`src/easing_curve_evaluator_top_macros.svh`:
```
// ----------------------------------------------------------------------------
// Easing curve evaluator assertion macros
// Shorthand for clocked assertions, reset-qualified on rst_ni.
// ----------------------------------------------------------------------------
`ifndef EASING_CURVE_EVALUATOR_TOP_MACROS_SVH
`define EASING_CURVE_EVALUATOR_TOP_MACROS_SVH

// Same-cycle implication
`define ECE_ASSERT_IMP(lbl, ante, cons, msg) \
  lbl: assert property (@(posedge clk_i) disable iff (!rst_ni) (ante) |-> (cons)) \
    else $error(msg);

// Next-cycle implication
`define ECE_ASSERT_NXT(lbl, ante, cons, msg) \
  lbl: assert property (@(posedge clk_i) disable iff (!rst_ni) (ante) |=> (cons)) \
    else $error(msg);

`endif

```
`src/ece_pkg.sv`:
```
`timescale 1ns / 1ps
// ----------------------------------------------------------------------------
// Easing curve evaluator package
// Widths, register codes, datapath commands and controller types.
// ----------------------------------------------------------------------------
package ece_pkg;

  localparam int FRAC_BITS  = 16;
  localparam int IN_W       = 18;
  localparam int OUT_W      = 19;
  localparam int MODE_W     = 3;
  localparam int CX_W       = 17;
  localparam int CY_W       = 19;
  localparam int CFG_IDX_W  = 3;
  localparam int CFG_DATA_W = 19;

  // t is 0..one, s is -8..8 one
  localparam int T_W    = FRAC_BITS + 1;
  localparam int S_W    = FRAC_BITS + 5;
  localparam int SMAG_W = S_W - 1;
  localparam int COEF_W = 24;
  localparam int ACC_W  = 34;
  localparam int MAG_W  = ACC_W - 1;
  localparam int PROD_W = MAG_W + SMAG_W;
  localparam int DEN_W  = 32;
  localparam int NUM_W  = DEN_W + FRAC_BITS;
  localparam int DIFF_W = NUM_W + 2;

  typedef enum logic [MODE_W-1:0] {
    MODE_LINEAR   = 3'd0,
    MODE_EASE_IN  = 3'd1,
    MODE_EASE_OUT = 3'd2,
    MODE_IN_OUT   = 3'd3,
    MODE_BEZIER   = 3'd4
  } mode_e;

  typedef enum logic [CFG_IDX_W-1:0] {
    CFG_MODE = 3'd0,
    CFG_C1X  = 3'd1,
    CFG_C1Y  = 3'd2,
    CFG_C2X  = 3'd3,
    CFG_C2Y  = 3'd4
  } cfg_idx_e;

  typedef enum logic [3:0] {
    OP_NOP,
    OP_LOAD,
    OP_SET,
    OP_MUL,
    OP_ACC,
    OP_ERR,
    OP_DIV,
    OP_STEP,
    OP_CLAMP,
    OP_RESULT
  } dp_op_e;

  typedef enum logic [3:0] {
    OPND_ZERO,
    OPND_S,
    OPND_AX,
    OPND_BX,
    OPND_CX,
    OPND_AX3,
    OPND_BX2,
    OPND_NEG_T,
    OPND_AY,
    OPND_BY,
    OPND_CY
  } opnd_e;

  typedef enum logic [1:0] {
    POLY_EASE,
    POLY_X,
    POLY_SLOPE,
    POLY_Y
  } poly_e;

  typedef enum logic [3:0] {
    ST_IDLE,
    ST_SET,
    ST_MUL,
    ST_ACC,
    ST_CHK_ERR,
    ST_CHK_SLOPE,
    ST_DIV,
    ST_STEP,
    ST_CLAMP,
    ST_RESULT
  } state_e;

  typedef struct packed {
    dp_op_e op;
    opnd_e  opnd;
  } dp_cmd_t;

  typedef struct packed {
    mode_e mode;
    logic  acc_zero;
    logic  div_done;
  } dp_stat_t;

endpackage

```
`src/easing_curve_evaluator_top.sv`:
```
`timescale 1ns / 1ps
// ----------------------------------------------------------------------------
// Easing curve evaluator top level
// Maps a progress value through a linear, cubic or Bezier easing curve.
// ----------------------------------------------------------------------------
// Usage:
//   Input channel: in_valid_i / in_stall_o with progress_i (signed Q16).
//   Output channel: out_valid_o / out_stall_i with eased_o (signed Q16).
//   A word moves when valid is high and stall is low at a rising edge.
//   Config: cfg_we_i writes cfg_data_i to register cfg_idx_i (mode, then
//   control points). The user must write only while no word is in flight;
//   the block does not enforce it. One word is processed at a time;
//   in_stall_o is high while it runs. Linear mode goes straight to the
//   result; cubic ease modes first run the ease polynomial. Bezier mode
//   runs each Newton step as shared multiply-accumulate and error check
//   plus slope check, divider and update, then the clamp, the y polynomial
//   and the result: up to NEWTON_STEPS steps, fewer when a step ends early.
//   The divider (two quotient bits per cycle) sets the Bezier rate.
//   The finished word sits in an output register; the block keeps working
//   on the next word and holds it until the receiver drops stall.
//   Reset returns to idle, no output valid, config to its default curve.
// ----------------------------------------------------------------------------
module easing_curve_evaluator_top #(
  parameter int NEWTON_STEPS = 8
) (
  input  logic                               clk_i,
  input  logic                               rst_ni,
  input  logic                               in_valid_i,
  output logic                               in_stall_o,
  input  logic signed [ece_pkg::IN_W-1:0]    progress_i,
  output logic                               out_valid_o,
  input  logic                               out_stall_i,
  output logic signed [ece_pkg::OUT_W-1:0]   eased_o,
  input  logic                               cfg_we_i,
  input  logic [ece_pkg::CFG_IDX_W-1:0]      cfg_idx_i,
  input  logic [ece_pkg::CFG_DATA_W-1:0]     cfg_data_i
);
  import ece_pkg::*;

  dp_cmd_t  cmd;
  dp_stat_t stat;

  ece_ctrl #(
    .NEWTON_STEPS (NEWTON_STEPS)
  ) u_ctrl (
    .clk_i       (clk_i),
    .rst_ni      (rst_ni),
    .in_valid_i  (in_valid_i),
    .in_stall_o  (in_stall_o),
    .out_valid_o (out_valid_o),
    .out_stall_i (out_stall_i),
    .cmd_o       (cmd),
    .stat_i      (stat)
  );

  ece_dp u_dp (
    .clk_i      (clk_i),
    .rst_ni     (rst_ni),
    .cfg_we_i   (cfg_we_i),
    .cfg_idx_i  (cfg_idx_i),
    .cfg_data_i (cfg_data_i),
    .progress_i (progress_i),
    .cmd_i      (cmd),
    .stat_o     (stat),
    .eased_o    (eased_o)
  );

endmodule

```
`src/ece_div.sv`:
```
`timescale 1ns / 1ps
// ----------------------------------------------------------------------------
// Easing curve evaluator divider
// Unsigned restoring divider, two quotient bits per cycle.
// ----------------------------------------------------------------------------
module ece_div (
  input  logic                      clk_i,
  input  logic                      rst_ni,
  input  logic                      start_i,
  input  logic [ece_pkg::NUM_W-1:0] dividend_i,
  input  logic [ece_pkg::DEN_W-1:0] divisor_i,
  output logic                      done_o,
  output logic [ece_pkg::NUM_W-1:0] quot_o
);
  import ece_pkg::*;

  localparam int ITER  = NUM_W / 2;
  localparam int CNT_W = $clog2(ITER);

  logic [NUM_W-1:0] num_q, num_d;
  logic [DEN_W-1:0] den_q;
  logic [DEN_W-1:0] rem_q, rem_d;
  logic [CNT_W-1:0] cnt_q;
  logic             busy_q, done_q;

  logic [DEN_W:0] r1s, r1f, r2s, r2f;
  logic           ge1, ge2;

  // Two dependent subtract steps per cycle
  always_comb begin
    r1s   = {rem_q, num_q[NUM_W-1]};
    ge1   = r1s >= {1'b0, den_q};
    r1f   = ge1 ? r1s - {1'b0, den_q} : r1s;
    r2s   = {r1f[DEN_W-1:0], num_q[NUM_W-2]};
    ge2   = r2s >= {1'b0, den_q};
    r2f   = ge2 ? r2s - {1'b0, den_q} : r2s;
    rem_d = r2f[DEN_W-1:0];
    num_d = {num_q[NUM_W-3:0], ge1, ge2};
  end

  // Control: iteration count and done pulse
  always_ff @(posedge clk_i or negedge rst_ni) begin
    if (!rst_ni) begin
      busy_q <= 1'b0;
      done_q <= 1'b0;
      cnt_q  <= '0;
    end else begin
      done_q <= 1'b0;
      if (start_i) begin
        busy_q <= 1'b1;
        cnt_q  <= '0;
      end else if (busy_q) begin
        cnt_q <= cnt_q + 1'b1;
        if (cnt_q == CNT_W'(ITER - 1)) begin
          busy_q <= 1'b0;
          done_q <= 1'b1;
        end
      end
    end
  end

  // Payload: shift quotient bits in as dividend bits move out
  always_ff @(posedge clk_i) begin
    if (start_i) begin
      num_q <= dividend_i;
      den_q <= divisor_i;
      rem_q <= '0;
    end else if (busy_q) begin
      num_q <= num_d;
      rem_q <= rem_d;
    end
  end

  assign done_o = done_q;
  assign quot_o = num_q;

endmodule

```
`src/ece_dp.sv`:
```
`timescale 1ns / 1ps
// ----------------------------------------------------------------------------
// Easing curve evaluator datapath
// Config registers, shared multiply-accumulate, Newton update and result.
// ----------------------------------------------------------------------------
module ece_dp (
  input  logic                                clk_i,
  input  logic                                rst_ni,
  input  logic                                cfg_we_i,
  input  logic [ece_pkg::CFG_IDX_W-1:0]       cfg_idx_i,
  input  logic [ece_pkg::CFG_DATA_W-1:0]      cfg_data_i,
  input  logic signed [ece_pkg::IN_W-1:0]     progress_i,
  input  ece_pkg::dp_cmd_t                    cmd_i,
  output ece_pkg::dp_stat_t                   stat_o,
  output logic signed [ece_pkg::OUT_W-1:0]    eased_o
);
  import ece_pkg::*;

  localparam int R_W = ACC_W + 3;

  localparam logic signed [IN_W-1:0]   ONE_IN = IN_W'(64'd1 << FRAC_BITS);
  localparam logic [T_W-1:0]           ONE_T  = T_W'(64'd1 << FRAC_BITS);
  localparam logic [T_W-1:0]           HALF_T = T_W'(64'd1 << (FRAC_BITS - 1));
  localparam logic signed [S_W-1:0]    ONE_S  = S_W'(64'd1 << FRAC_BITS);
  localparam logic signed [COEF_W-1:0] ONE_C  = COEF_W'(64'd1 << FRAC_BITS);
  localparam logic signed [DIFF_W-1:0] EIGHT_D = DIFF_W'(64'd8 << FRAC_BITS);
  localparam logic signed [R_W-1:0]    ONE_R  = R_W'(64'd1 << FRAC_BITS);
  localparam logic signed [R_W-1:0]    MIN_R  = -(R_W'(64'd2 << FRAC_BITS));
  localparam logic signed [R_W-1:0]    MAX_R  = R_W'(64'd3 << FRAC_BITS);
  localparam logic [PROD_W-1:0]        RND_P  = PROD_W'(64'd1 << (FRAC_BITS - 1));

  // Configuration registers
  logic [MODE_W-1:0]      mode_q;
  logic [CX_W-1:0]        c1x_q, c2x_q;
  logic signed [CY_W-1:0] c1y_q, c2y_q;

  always_ff @(posedge clk_i or negedge rst_ni) begin
    if (!rst_ni) begin
      mode_q <= MODE_LINEAR;
      c1x_q  <= CX_W'(16384);
      c1y_q  <= CY_W'(6554);
      c2x_q  <= CX_W'(16384);
      c2y_q  <= CY_W'(65536);
    end else if (cfg_we_i) begin
      case (cfg_idx_i)
        CFG_MODE: mode_q <= cfg_data_i[MODE_W-1:0];
        CFG_C1X:  c1x_q  <= cfg_data_i[CX_W-1:0];
        CFG_C1Y:  c1y_q  <= cfg_data_i[CY_W-1:0];
        CFG_C2X:  c2x_q  <= cfg_data_i[CX_W-1:0];
        CFG_C2Y:  c2y_q  <= cfg_data_i[CY_W-1:0];
        default:  ;
      endcase
    end
  end

  // Undefined mode codes behave as linear
  mode_e eff_mode;
  always_comb begin
    case (mode_q)
      MODE_EASE_IN:  eff_mode = MODE_EASE_IN;
      MODE_EASE_OUT: eff_mode = MODE_EASE_OUT;
      MODE_IN_OUT:   eff_mode = MODE_IN_OUT;
      MODE_BEZIER:   eff_mode = MODE_BEZIER;
      default:       eff_mode = MODE_LINEAR;
    endcase
  end

  // Polynomial coefficients from the control points
  logic signed [COEF_W-1:0] c1x_e, c2x_e, c1y_e, c2y_e, dx, dy;
  logic signed [COEF_W-1:0] ax, bx, cx, ay, by, cy, ax3, bx2;

  always_comb begin
    c1x_e = $signed({{(COEF_W - CX_W){1'b0}}, c1x_q});
    c2x_e = $signed({{(COEF_W - CX_W){1'b0}}, c2x_q});
    c1y_e = $signed({{(COEF_W - CY_W){c1y_q[CY_W-1]}}, c1y_q});
    c2y_e = $signed({{(COEF_W - CY_W){c2y_q[CY_W-1]}}, c2y_q});
    cx    = (c1x_e <<< 1) + c1x_e;
    dx    = c2x_e - c1x_e;
    bx    = (dx <<< 1) + dx - cx;
    ax    = ONE_C - cx - bx;
    cy    = (c1y_e <<< 1) + c1y_e;
    dy    = c2y_e - c1y_e;
    by    = (dy <<< 1) + dy - cy;
    ay    = ONE_C - cy - by;
    ax3   = (ax <<< 1) + ax;
    bx2   = bx <<< 1;
  end

  // Working registers
  logic [T_W-1:0]           t_q;
  logic signed [S_W-1:0]    s_q;
  logic signed [ACC_W-1:0]  acc_q, err_q;
  logic [PROD_W-1:0]        prod_q;
  logic                     neg_q, qneg_q;
  logic signed [OUT_W-1:0]  eased_q;

  // Clamp the incoming progress and pick the cubed variable
  logic [T_W-1:0]        t_in;
  logic signed [S_W-1:0] t_s, s_load;

  always_comb begin
    if (progress_i < 0) begin
      t_in = '0;
    end else if (progress_i > ONE_IN) begin
      t_in = ONE_T;
    end else begin
      t_in = progress_i[T_W-1:0];
    end
    t_s = $signed({{(S_W - T_W){1'b0}}, t_in});
    case (eff_mode)
      MODE_EASE_OUT: s_load = ONE_S - t_s;
      MODE_IN_OUT:   s_load = (t_in < HALF_T) ? t_s : (ONE_S <<< 1) - (t_s <<< 1);
      default:       s_load = t_s;
    endcase
  end

  // Operand select
  function automatic logic signed [ACC_W-1:0] ext_c(input logic signed [COEF_W-1:0] v);
    return {{(ACC_W - COEF_W){v[COEF_W-1]}}, v};
  endfunction

  logic signed [ACC_W-1:0] opnd;
  always_comb begin
    case (cmd_i.opnd)
      OPND_S:     opnd = {{(ACC_W - S_W){s_q[S_W-1]}}, s_q};
      OPND_AX:    opnd = ext_c(ax);
      OPND_BX:    opnd = ext_c(bx);
      OPND_CX:    opnd = ext_c(cx);
      OPND_AX3:   opnd = ext_c(ax3);
      OPND_BX2:   opnd = ext_c(bx2);
      OPND_NEG_T: opnd = -$signed({{(ACC_W - T_W){1'b0}}, t_q});
      OPND_AY:    opnd = ext_c(ay);
      OPND_BY:    opnd = ext_c(by);
      OPND_CY:    opnd = ext_c(cy);
      default:    opnd = '0;
    endcase
  end

  // Magnitudes for the multiplier and divider
  logic signed [ACC_W-1:0] acc_neg, err_neg;
  logic signed [S_W-1:0]   s_neg;
  logic [MAG_W-1:0]        acc_mag, err_mag;
  logic [SMAG_W-1:0]       s_mag;

  always_comb begin
    acc_neg = -acc_q;
    err_neg = -err_q;
    s_neg   = -s_q;
    acc_mag = acc_q[ACC_W-1] ? acc_neg[MAG_W-1:0] : acc_q[MAG_W-1:0];
    err_mag = err_q[ACC_W-1] ? err_neg[MAG_W-1:0] : err_q[MAG_W-1:0];
    s_mag   = s_q[S_W-1] ? s_neg[SMAG_W-1:0] : s_q[SMAG_W-1:0];
  end

  // Round the product magnitude half away from zero, then add the operand
  logic [PROD_W-1:0]       rnd;
  logic signed [ACC_W-1:0] prod_r, acc_sum;

  always_comb begin
    rnd     = (prod_q + RND_P) >> FRAC_BITS;
    prod_r  = neg_q ? -$signed(rnd[ACC_W-1:0]) : $signed(rnd[ACC_W-1:0]);
    acc_sum = opnd + prod_r;
  end

  // Divider for the Newton step
  logic              div_start, div_done;
  logic [NUM_W-1:0]  div_num, quot;
  logic [DEN_W-1:0]  div_den;

  assign div_start = (cmd_i.op == OP_DIV);
  assign div_num   = {err_mag[NUM_W-FRAC_BITS-1:0], {FRAC_BITS{1'b0}}};
  assign div_den   = acc_mag[DEN_W-1:0];

  ece_div u_div (
    .clk_i      (clk_i),
    .rst_ni     (rst_ni),
    .start_i    (div_start),
    .dividend_i (div_num),
    .divisor_i  (div_den),
    .done_o     (div_done),
    .quot_o     (quot)
  );

  // Newton update with runaway limit, and final clamp of s
  logic signed [DIFF_W-1:0] q_e, step_v, s_ext, s_diff;
  logic signed [S_W-1:0]    s_step, s_clamp;

  always_comb begin
    q_e    = $signed({2'b00, quot});
    step_v = qneg_q ? -q_e : q_e;
    s_ext  = {{(DIFF_W - S_W){s_q[S_W-1]}}, s_q};
    s_diff = s_ext - step_v;
    if (s_diff > EIGHT_D) begin
      s_step = S_W'(EIGHT_D);
    end else if (s_diff < -EIGHT_D) begin
      s_step = S_W'(-EIGHT_D);
    end else begin
      s_step = s_diff[S_W-1:0];
    end
    if (s_q < 0) begin
      s_clamp = '0;
    end else if (s_q > ONE_S) begin
      s_clamp = ONE_S;
    end else begin
      s_clamp = s_q;
    end
  end

  // Final value per mode, saturated to -2..3 (inside the output range)
  logic signed [R_W-1:0] acc_r, t_r, r_raw, r_sat;

  always_comb begin
    acc_r = {{(R_W - ACC_W){acc_q[ACC_W-1]}}, acc_q};
    t_r   = $signed({{(R_W - T_W){1'b0}}, t_q});
    case (eff_mode)
      MODE_EASE_IN:  r_raw = acc_r;
      MODE_EASE_OUT: r_raw = ONE_R - acc_r;
      MODE_IN_OUT:   r_raw = (t_q < HALF_T) ? (acc_r <<< 2) : ONE_R - ((acc_r + 1) >>> 1);
      MODE_BEZIER:   r_raw = acc_r;
      default:       r_raw = t_r;
    endcase
    if (r_raw < MIN_R) begin
      r_sat = MIN_R;
    end else if (r_raw > MAX_R) begin
      r_sat = MAX_R;
    end else begin
      r_sat = r_raw;
    end
  end

  // Execute the command
  always_ff @(posedge clk_i) begin
    case (cmd_i.op)
      OP_LOAD: begin
        t_q <= t_in;
        s_q <= s_load;
      end
      OP_SET:  acc_q <= opnd;
      OP_MUL: begin
        prod_q <= acc_mag * s_mag;
        neg_q  <= acc_q[ACC_W-1] ^ s_q[S_W-1];
      end
      OP_ACC:    acc_q <= acc_sum;
      OP_ERR:    err_q <= acc_q;
      OP_DIV:    qneg_q <= err_q[ACC_W-1] ^ acc_q[ACC_W-1];
      OP_STEP:   s_q <= s_step;
      OP_CLAMP:  s_q <= s_clamp;
      OP_RESULT: eased_q <= r_sat[OUT_W-1:0];
      default:   ;
    endcase
  end

  assign stat_o.mode     = eff_mode;
  assign stat_o.acc_zero = (acc_q == '0);
  assign stat_o.div_done = div_done;
  assign eased_o         = eased_q;

endmodule

```
`src/ece_ctrl.sv`:
```
`timescale 1ns / 1ps
// ----------------------------------------------------------------------------
// Easing curve evaluator controller
// Sequences the datapath through the curve polynomials and Newton steps.
// ----------------------------------------------------------------------------
`include "easing_curve_evaluator_top_macros.svh"

module ece_ctrl #(
  parameter int NEWTON_STEPS = 8
) (
  input  logic              clk_i,
  input  logic              rst_ni,
  input  logic              in_valid_i,
  output logic              in_stall_o,
  output logic              out_valid_o,
  input  logic              out_stall_i,
  output ece_pkg::dp_cmd_t  cmd_o,
  input  ece_pkg::dp_stat_t stat_i
);
  import ece_pkg::*;

  localparam int CNT_W = $clog2(NEWTON_STEPS + 1);

  state_e           state_q, state_d;
  poly_e            poly_q, poly_d;
  logic [1:0]       term_q, term_d;
  logic [CNT_W-1:0] cnt_q, cnt_d;
  logic             out_valid_q, out_valid_d;

  logic       out_free;
  logic [1:0] last_term;

  assign out_free  = !out_valid_q || !out_stall_i;
  assign last_term = (poly_q == POLY_X || poly_q == POLY_Y) ? 2'd2 : 2'd1;

  // Next state
  always_comb begin
    state_d     = state_q;
    poly_d      = poly_q;
    term_d      = term_q;
    cnt_d       = cnt_q;
    out_valid_d = out_valid_q;
    if (!out_stall_i) begin
      out_valid_d = 1'b0;
    end
    case (state_q)
      ST_IDLE: begin
        if (in_valid_i) begin
          term_d = '0;
          cnt_d  = '0;
          case (stat_i.mode)
            MODE_LINEAR: state_d = ST_RESULT;
            MODE_BEZIER: begin
              state_d = ST_SET;
              poly_d  = POLY_X;
            end
            default: begin
              state_d = ST_SET;
              poly_d  = POLY_EASE;
            end
          endcase
        end
      end
      ST_SET: state_d = ST_MUL;
      ST_MUL: state_d = ST_ACC;
      ST_ACC: begin
        if (term_q == last_term) begin
          term_d = '0;
          case (poly_q)
            POLY_X:     state_d = ST_CHK_ERR;
            POLY_SLOPE: state_d = ST_CHK_SLOPE;
            default:    state_d = ST_RESULT;
          endcase
        end else begin
          term_d  = term_q + 2'd1;
          state_d = ST_MUL;
        end
      end
      ST_CHK_ERR: begin
        if (stat_i.acc_zero) begin
          state_d = ST_CLAMP;
        end else begin
          state_d = ST_SET;
          poly_d  = POLY_SLOPE;
        end
      end
      ST_CHK_SLOPE: state_d = stat_i.acc_zero ? ST_CLAMP : ST_DIV;
      ST_DIV: begin
        if (stat_i.div_done) begin
          state_d = ST_STEP;
        end
      end
      ST_STEP: begin
        if (cnt_q == CNT_W'(NEWTON_STEPS - 1)) begin
          state_d = ST_CLAMP;
        end else begin
          cnt_d   = cnt_q + 1'b1;
          state_d = ST_SET;
          poly_d  = POLY_X;
        end
      end
      ST_CLAMP: begin
        state_d = ST_SET;
        poly_d  = POLY_Y;
      end
      ST_RESULT: begin
        if (out_free) begin
          state_d     = ST_IDLE;
          out_valid_d = 1'b1;
        end
      end
      default: state_d = ST_IDLE;
    endcase
  end

  // Datapath commands
  always_comb begin
    cmd_o.op   = OP_NOP;
    cmd_o.opnd = OPND_ZERO;
    in_stall_o = (state_q != ST_IDLE);
    case (state_q)
      ST_IDLE: begin
        if (in_valid_i) begin
          cmd_o.op = OP_LOAD;
        end
      end
      ST_SET: begin
        cmd_o.op = OP_SET;
        case (poly_q)
          POLY_X:     cmd_o.opnd = OPND_AX;
          POLY_SLOPE: cmd_o.opnd = OPND_AX3;
          POLY_Y:     cmd_o.opnd = OPND_AY;
          default:    cmd_o.opnd = OPND_S;
        endcase
      end
      ST_MUL: cmd_o.op = OP_MUL;
      ST_ACC: begin
        cmd_o.op = OP_ACC;
        case (poly_q)
          POLY_X: begin
            if (term_q == 2'd0) begin
              cmd_o.opnd = OPND_BX;
            end else if (term_q == 2'd1) begin
              cmd_o.opnd = OPND_CX;
            end else begin
              cmd_o.opnd = OPND_NEG_T;
            end
          end
          POLY_SLOPE: cmd_o.opnd = (term_q == 2'd0) ? OPND_BX2 : OPND_CX;
          POLY_Y: begin
            if (term_q == 2'd0) begin
              cmd_o.opnd = OPND_BY;
            end else if (term_q == 2'd1) begin
              cmd_o.opnd = OPND_CY;
            end else begin
              cmd_o.opnd = OPND_ZERO;
            end
          end
          default: cmd_o.opnd = OPND_ZERO;
        endcase
      end
      ST_CHK_ERR: begin
        if (!stat_i.acc_zero) begin
          cmd_o.op = OP_ERR;
        end
      end
      ST_CHK_SLOPE: begin
        if (!stat_i.acc_zero) begin
          cmd_o.op = OP_DIV;
        end
      end
      ST_STEP:  cmd_o.op = OP_STEP;
      ST_CLAMP: cmd_o.op = OP_CLAMP;
      ST_RESULT: begin
        if (out_free) begin
          cmd_o.op = OP_RESULT;
        end
      end
      default: ;
    endcase
  end

  // State registers
  always_ff @(posedge clk_i or negedge rst_ni) begin
    if (!rst_ni) begin
      state_q     <= ST_IDLE;
      poly_q      <= POLY_EASE;
      term_q      <= '0;
      cnt_q       <= '0;
      out_valid_q <= 1'b0;
    end else begin
      state_q     <= state_d;
      poly_q      <= poly_d;
      term_q      <= term_d;
      cnt_q       <= cnt_d;
      out_valid_q <= out_valid_d;
    end
  end

  assign out_valid_o = out_valid_q;

  `ECE_ASSERT_NXT(a_accept_busy, in_valid_i && !in_stall_o, state_q != ST_IDLE, "accepted word did not start work")
  `ECE_ASSERT_NXT(a_result_valid, state_q == ST_RESULT && out_free, out_valid_q, "result word not presented")
  `ECE_ASSERT_IMP(a_step_bound, state_q != ST_IDLE, cnt_q < CNT_W'(NEWTON_STEPS), "Newton count overran")

endmodule
```
`config.mk`:
```
export PLATFORM = sky130hd
export DESIGN_NAME = easing_curve_evaluator_top
export DESIGN_NICKNAME = d
export VERILOG_FILES = /design/src/ece_pkg.sv /design/src/easing_curve_evaluator_top.sv /design/src/ece_div.sv /design/src/ece_dp.sv /design/src/ece_ctrl.sv
export VERILOG_INCLUDE_DIRS = /design/src /design/src/src
export SDC_FILE = /design/constraint.sdc
export NUM_CORES = 2
export LEC_CHECK = 0
export ABC_AREA = 1
export BUFFER_PORTS_ARGS = -buffer_cell sky130_fd_sc_hd__buf_2
export CAP_MARGIN = 30
export CORE_MARGIN = 2
export CORE_UTILIZATION = 60
export DETAILED_ROUTE_END_ITERATION = 6
export PLACE_DENSITY = 0.76
export SLEW_MARGIN = 5
export SYNTH_ARGS = -nofsm -noshare
export SYNTH_HDL_FRONTEND = slang
export SYNTH_SLANG_ARGS = --single-unit
export TNS_END_PERCENT = 1
```
`constraint.sdc`:
```
create_clock -name clk_i -period 13.4 [get_ports clk_i]
set_clock_uncertainty 0.05 [all_clocks]
set_input_delay 2.68 -clock clk_i [delete_from_list [all_inputs] [get_ports clk_i]]
set_output_delay 2.68 -clock clk_i [all_outputs]
set_load 0.02 [all_outputs]
```
==> flow_summary.yaml <==
outcome:
  status: "finished, violations left"
  violations: "antenna violations"
worst_setup_path:
  cp_slowest_stage_delay_ns: 0.48
  crit_path_max_fanout: 7
  critical-path-top-cell-by-count: "sky130_fd_sc_hd__nand2_1"
  critPathTopFamily: "compound AO/OA/AOI/OAI gates"
  startpoint_type: "flip-flop"
  required_ns: 13.75
  critical-path-slowest-cell: "sky130_fd_sc_hd__fa_1"
  ff2ff_setup_slack_ns: 2.69
  path_class: "reg -> reg"
  worst_ep_arrival_time_ns: 11.06
  critical_path.endpoint_type: "flip-flop"
  critical_path_buf_inv_count: 7
logic_synthesis:
  netlist-cell-type-count: 77
  synth_edf_count: 225
  synth_sequential_area_ratio: 0.156
  ys_ff_latch: 368
  asyncSetResetFlopFracSynth: 0.258
  syn_area_um2: 64900
  synth.yosys.warnings: 0
  ys_dominant_reg_cell: "sky130_fd_sc_hd__edfxtp_1"
  syn-num-nets: 10461
  postSynthCellCount: 9289
  syn_avg_cell_area_um2: 6.98
clocking:
  root_buffer: "sky130_fd_sc_hd__clkbuf_16"
  post_cts_resized: 0
  clock_tree.htree_level_count: 2
  cts.sinks: 368
  cts_buffer_depth: 3
  cts_hold_buf: 0
  cts_buffers: 47
  worst_skew_pair.late_latency_ns: 0.67
  postCtsSetupBuffers: 0
  clk_pin_slew_ns: 0.07
  cts_tree: "done"
routing:
  drt_first_pass_iters: 7
  vias_per_cell: 5.96
  routedWlPerCell_um: 21.0
  antenna_violating_nets_post_route: 1
  drc: 0
  drt_iter0_markers: 6845
  route.vias.total: 63805
  totalWireLength_um: 225000
global_route:
  grt_antenna_before_repair: 10
  global_route_wire_length_before_repair_um: 351000
  pin_count_of_the_biggest_net_entering_global_routing: 71
  grt_pass1_vias: 61891
  global_route.usage.total: 0.404
  globalRouteOverflowTotal: 0
layout:
  syn2layout_area_growth_pct: 5.89
  fillCellCount: 9856
  fin_util: 0.641
  layout-drive-gt1-share: 0.0514
  nNetsFinal: 10429
floorplan:
  placementRows: 120
  die_h_um: 333
  die-width_um: 333
  floorplan.die_area_um2: 111000
  core_region_area_um2: 107000
  top_level_ports: 66
  initial_cell_density_of_the_core: 0.605
sta:
  timing_worst_slew_pin_value_ns: 1.02
  totalNegativeSetupSlack_ns: 0
  final.period_utilization: 0.799
  setup-violations-final: 0
  grt_setup_unrepaired: "no"
  drv_slew: 0
  layout_min_cycle_time_ns: 10.71
  maxSlewHeadroom: 0.319
  timing.final.hold_violations: 0
  max_freq_ghz: 0.0934
run:
  maxCapViolCount: 0
min_path:
  min_path_type: "reg -> reg"
placement:
  place.gp.congestion: 1.06
  place.port_buffers: 65
  detailed_place_hpwl_um: 183000
metal layers:
| metal | vias to the layer above | routed length (um) | track usage | part of all wire |
|---|---|---|---|---|
| met5 | - | 60 | 0 | 0.00027 |
| met4 | 10 | 10900 | 0.168 | 0.048 |
| met3 | 599 | 24600 | 0.0887 | 0.11 |
| met2 | 3274 | 96800 | 0.617 | 0.43 |
| met1 | 30300 | 92300 | 0.554 | 0.41 |
| li1 | 29622 | - | - | - |
metrics by stage:
stage               instances  hold WS, ns  setup WS, ns  instance area, um^2
floorplan                9289        0.371          4.88                64900
global placement        10591        0.411          2.81                66600
detailed placement      10604        0.421          3.16                66800
CTS                     10692        0.429          3.07                68500
global route            10699        0.448          1.82                68700
finish                  10707        0.440          2.69                68700
sequential cells by signal (all words and copies together) (netlist names), 21 cells and up:
signal and flops:
u_dp.u_div.quot_o 48, u_dp.prod_q 35, u_dp.acc_q 34, u_dp.err_q 33, u_dp.u_div.den_q 32, u_dp.u_div.rem_q 32, u_dp.s_q 21
cell usage after synthesis, types with 9 or more instances:
cell type / number / share of area
sky130_fd_sc_hd__a211oi_1: 9 / 0.0010
sky130_fd_sc_hd__a21boi_0: 24 / 0.0028
sky130_fd_sc_hd__a21o_1: 30 / 0.0035
sky130_fd_sc_hd__a21oi_1: 548 / 0.042
sky130_fd_sc_hd__a221oi_1: 15 / 0.0020
sky130_fd_sc_hd__a31oi_1: 46 / 0.0044
sky130_fd_sc_hd__buf_1: 14 / 0.00081
sky130_fd_sc_hd__buf_2: 36 / 0.0028
sky130_fd_sc_hd__buf_4: 10 / 0.0012
sky130_fd_sc_hd__clkbuf_1: 173 / 0.010
sky130_fd_sc_hd__clkinv_1: 15 / 0.00087
sky130_fd_sc_hd__dfrtp_1: 85 / 0.033
sky130_fd_sc_hd__dfstp_2: 10 / 0.0041
sky130_fd_sc_hd__dfxtp_1: 48 / 0.015
sky130_fd_sc_hd__edfxtp_1: 225 / 0.10
sky130_fd_sc_hd__fa_1: 599 / 0.18
sky130_fd_sc_hd__ha_1: 528 / 0.10
sky130_fd_sc_hd__inv_1: 1606 / 0.093
sky130_fd_sc_hd__inv_2: 13 / 0.00075
sky130_fd_sc_hd__nand2_1: 2196 / 0.13
sky130_fd_sc_hd__nand2_2: 34 / 0.0033
sky130_fd_sc_hd__nand3_1: 393 / 0.030
sky130_fd_sc_hd__nand3b_1: 26 / 0.0030
sky130_fd_sc_hd__nand4_1: 105 / 0.010
sky130_fd_sc_hd__nor2_1: 942 / 0.055
sky130_fd_sc_hd__nor2_2: 23 / 0.0022
sky130_fd_sc_hd__nor2_4: 25 / 0.0043
sky130_fd_sc_hd__nor3_1: 129 / 0.010
sky130_fd_sc_hd__nor4_1: 39 / 0.0038
sky130_fd_sc_hd__o2111ai_1: 15 / 0.0020
sky130_fd_sc_hd__o211ai_1: 33 / 0.0038
sky130_fd_sc_hd__o21a_1: 29 / 0.0034
sky130_fd_sc_hd__o21ai_0: 527 / 0.041
sky130_fd_sc_hd__o21ai_1: 22 / 0.0017
sky130_fd_sc_hd__o21bai_1: 37 / 0.0043
sky130_fd_sc_hd__o221ai_1: 9 / 0.0012
sky130_fd_sc_hd__o22ai_1: 77 / 0.0074
sky130_fd_sc_hd__o31ai_1: 13 / 0.0015
sky130_fd_sc_hd__or2_2: 78 / 0.0075
sky130_fd_sc_hd__xnor2_1: 140 / 0.019
sky130_fd_sc_hd__xor2_1: 281 / 0.038
cell families after synthesis:
logic type      share of synthesized area
fa+ha+maj                           0.287
xor+xnor                           0.0572
simple gates                        0.264
flops                               0.156
buf+inv                             0.110
compound gates                      0.126
area by class of cell:
cell class / instances / area (um^2) / area share
diodes: 8 / 20.0 / 0.000291
clock inverters: 36 / 489 / 0.00712
flip-flops and latches: 368 / 10100 / 0.147
clock buffers: 52 / 1240 / 0.0180
repair buffers: 155 / 1220 / 0.0177
well taps: 1403 / 1760 / 0.0256
multi-input cells: 7049 / 47700 / 0.695
inverters: 1636 / 6140 / 0.0895
path summary, 6_finish.rpt:
| kind | startpoint | end | cells after the start |
|---|---|---|---|
| worst max-delay path | u_dp.c1x_q[0] | u_dp.acc_q[33] | 58 |
| max in group asynchronous | rst_ni | u_dp.c2x_q[14] | 3 |
| min in group asynchronous | rst_ni | u_dp.c1y_q[18] | 1 |
| worst max register to register | u_dp.c1x_q[0] | u_dp.acc_q[33] | 58 |
| worst min-delay path | u_dp.u_div.rem_q[11] | u_dp.u_div.rem_q[11] | 2 |
| worst min register to register | u_dp.u_div.rem_q[11] | u_dp.u_div.rem_q[11] | 2 |
layout by cell type, fill, tap and decap left out, types with 26 or more instances in the layout:
master,Yosys,final
sky130_fd_sc_hd__xnor2_1,140,139
sky130_fd_sc_hd__nand2_2,34,36
sky130_fd_sc_hd__a21o_1,30,30
sky130_fd_sc_hd__nand3b_1,26,26
sky130_fd_sc_hd__o21ai_0,527,524
sky130_fd_sc_hd__or2_2,78,78
sky130_fd_sc_hd__nand3_1,393,393
sky130_fd_sc_hd__inv_1,1606,1605
sky130_fd_sc_hd__dfxtp_1,48,48
sky130_fd_sc_hd__buf_2,36,67
sky130_fd_sc_hd__o21bai_1,37,37
sky130_fd_sc_hd__dfrtp_1,85,85
sky130_fd_sc_hd__nor3_1,129,128
sky130_fd_sc_hd__o211ai_1,33,33
sky130_fd_sc_hd__nor2_1,942,941
sky130_fd_sc_hd__edfxtp_1,225,225
sky130_fd_sc_hd__nor4_1,39,39
sky130_fd_sc_hd__o22ai_1,77,77
sky130_fd_sc_hd__fa_1,599,599
sky130_fd_sc_hd__clkbuf_16,0,48
sky130_fd_sc_hd__xor2_1,281,273
sky130_fd_sc_hd__nand2_1,2196,2194
sky130_fd_sc_hd__a21oi_1,548,547
sky130_fd_sc_hd__o21a_1,29,29
sky130_fd_sc_hd__ha_1,528,528
sky130_fd_sc_hd__a31oi_1,46,46
sky130_fd_sc_hd__buf_4,10,73
sky130_fd_sc_hd__nand4_1,105,105
worst reg2reg max path, delay by kind of cell (launching register included):
family	cells	cell delay [ns]
adder cells (fa/ha/maj)	7	2.47
AND/OR/NAND/NOR	24	2.82
flip-flops	1	0.46
AO/OA/AOI/OAI	17	3.22
XOR/XNOR	3	0.84
buffers and inverters	7	0.61
Power is not shown: default switching activity piles up to over one toggle a cycle in this logic, so the estimate is an artifact.
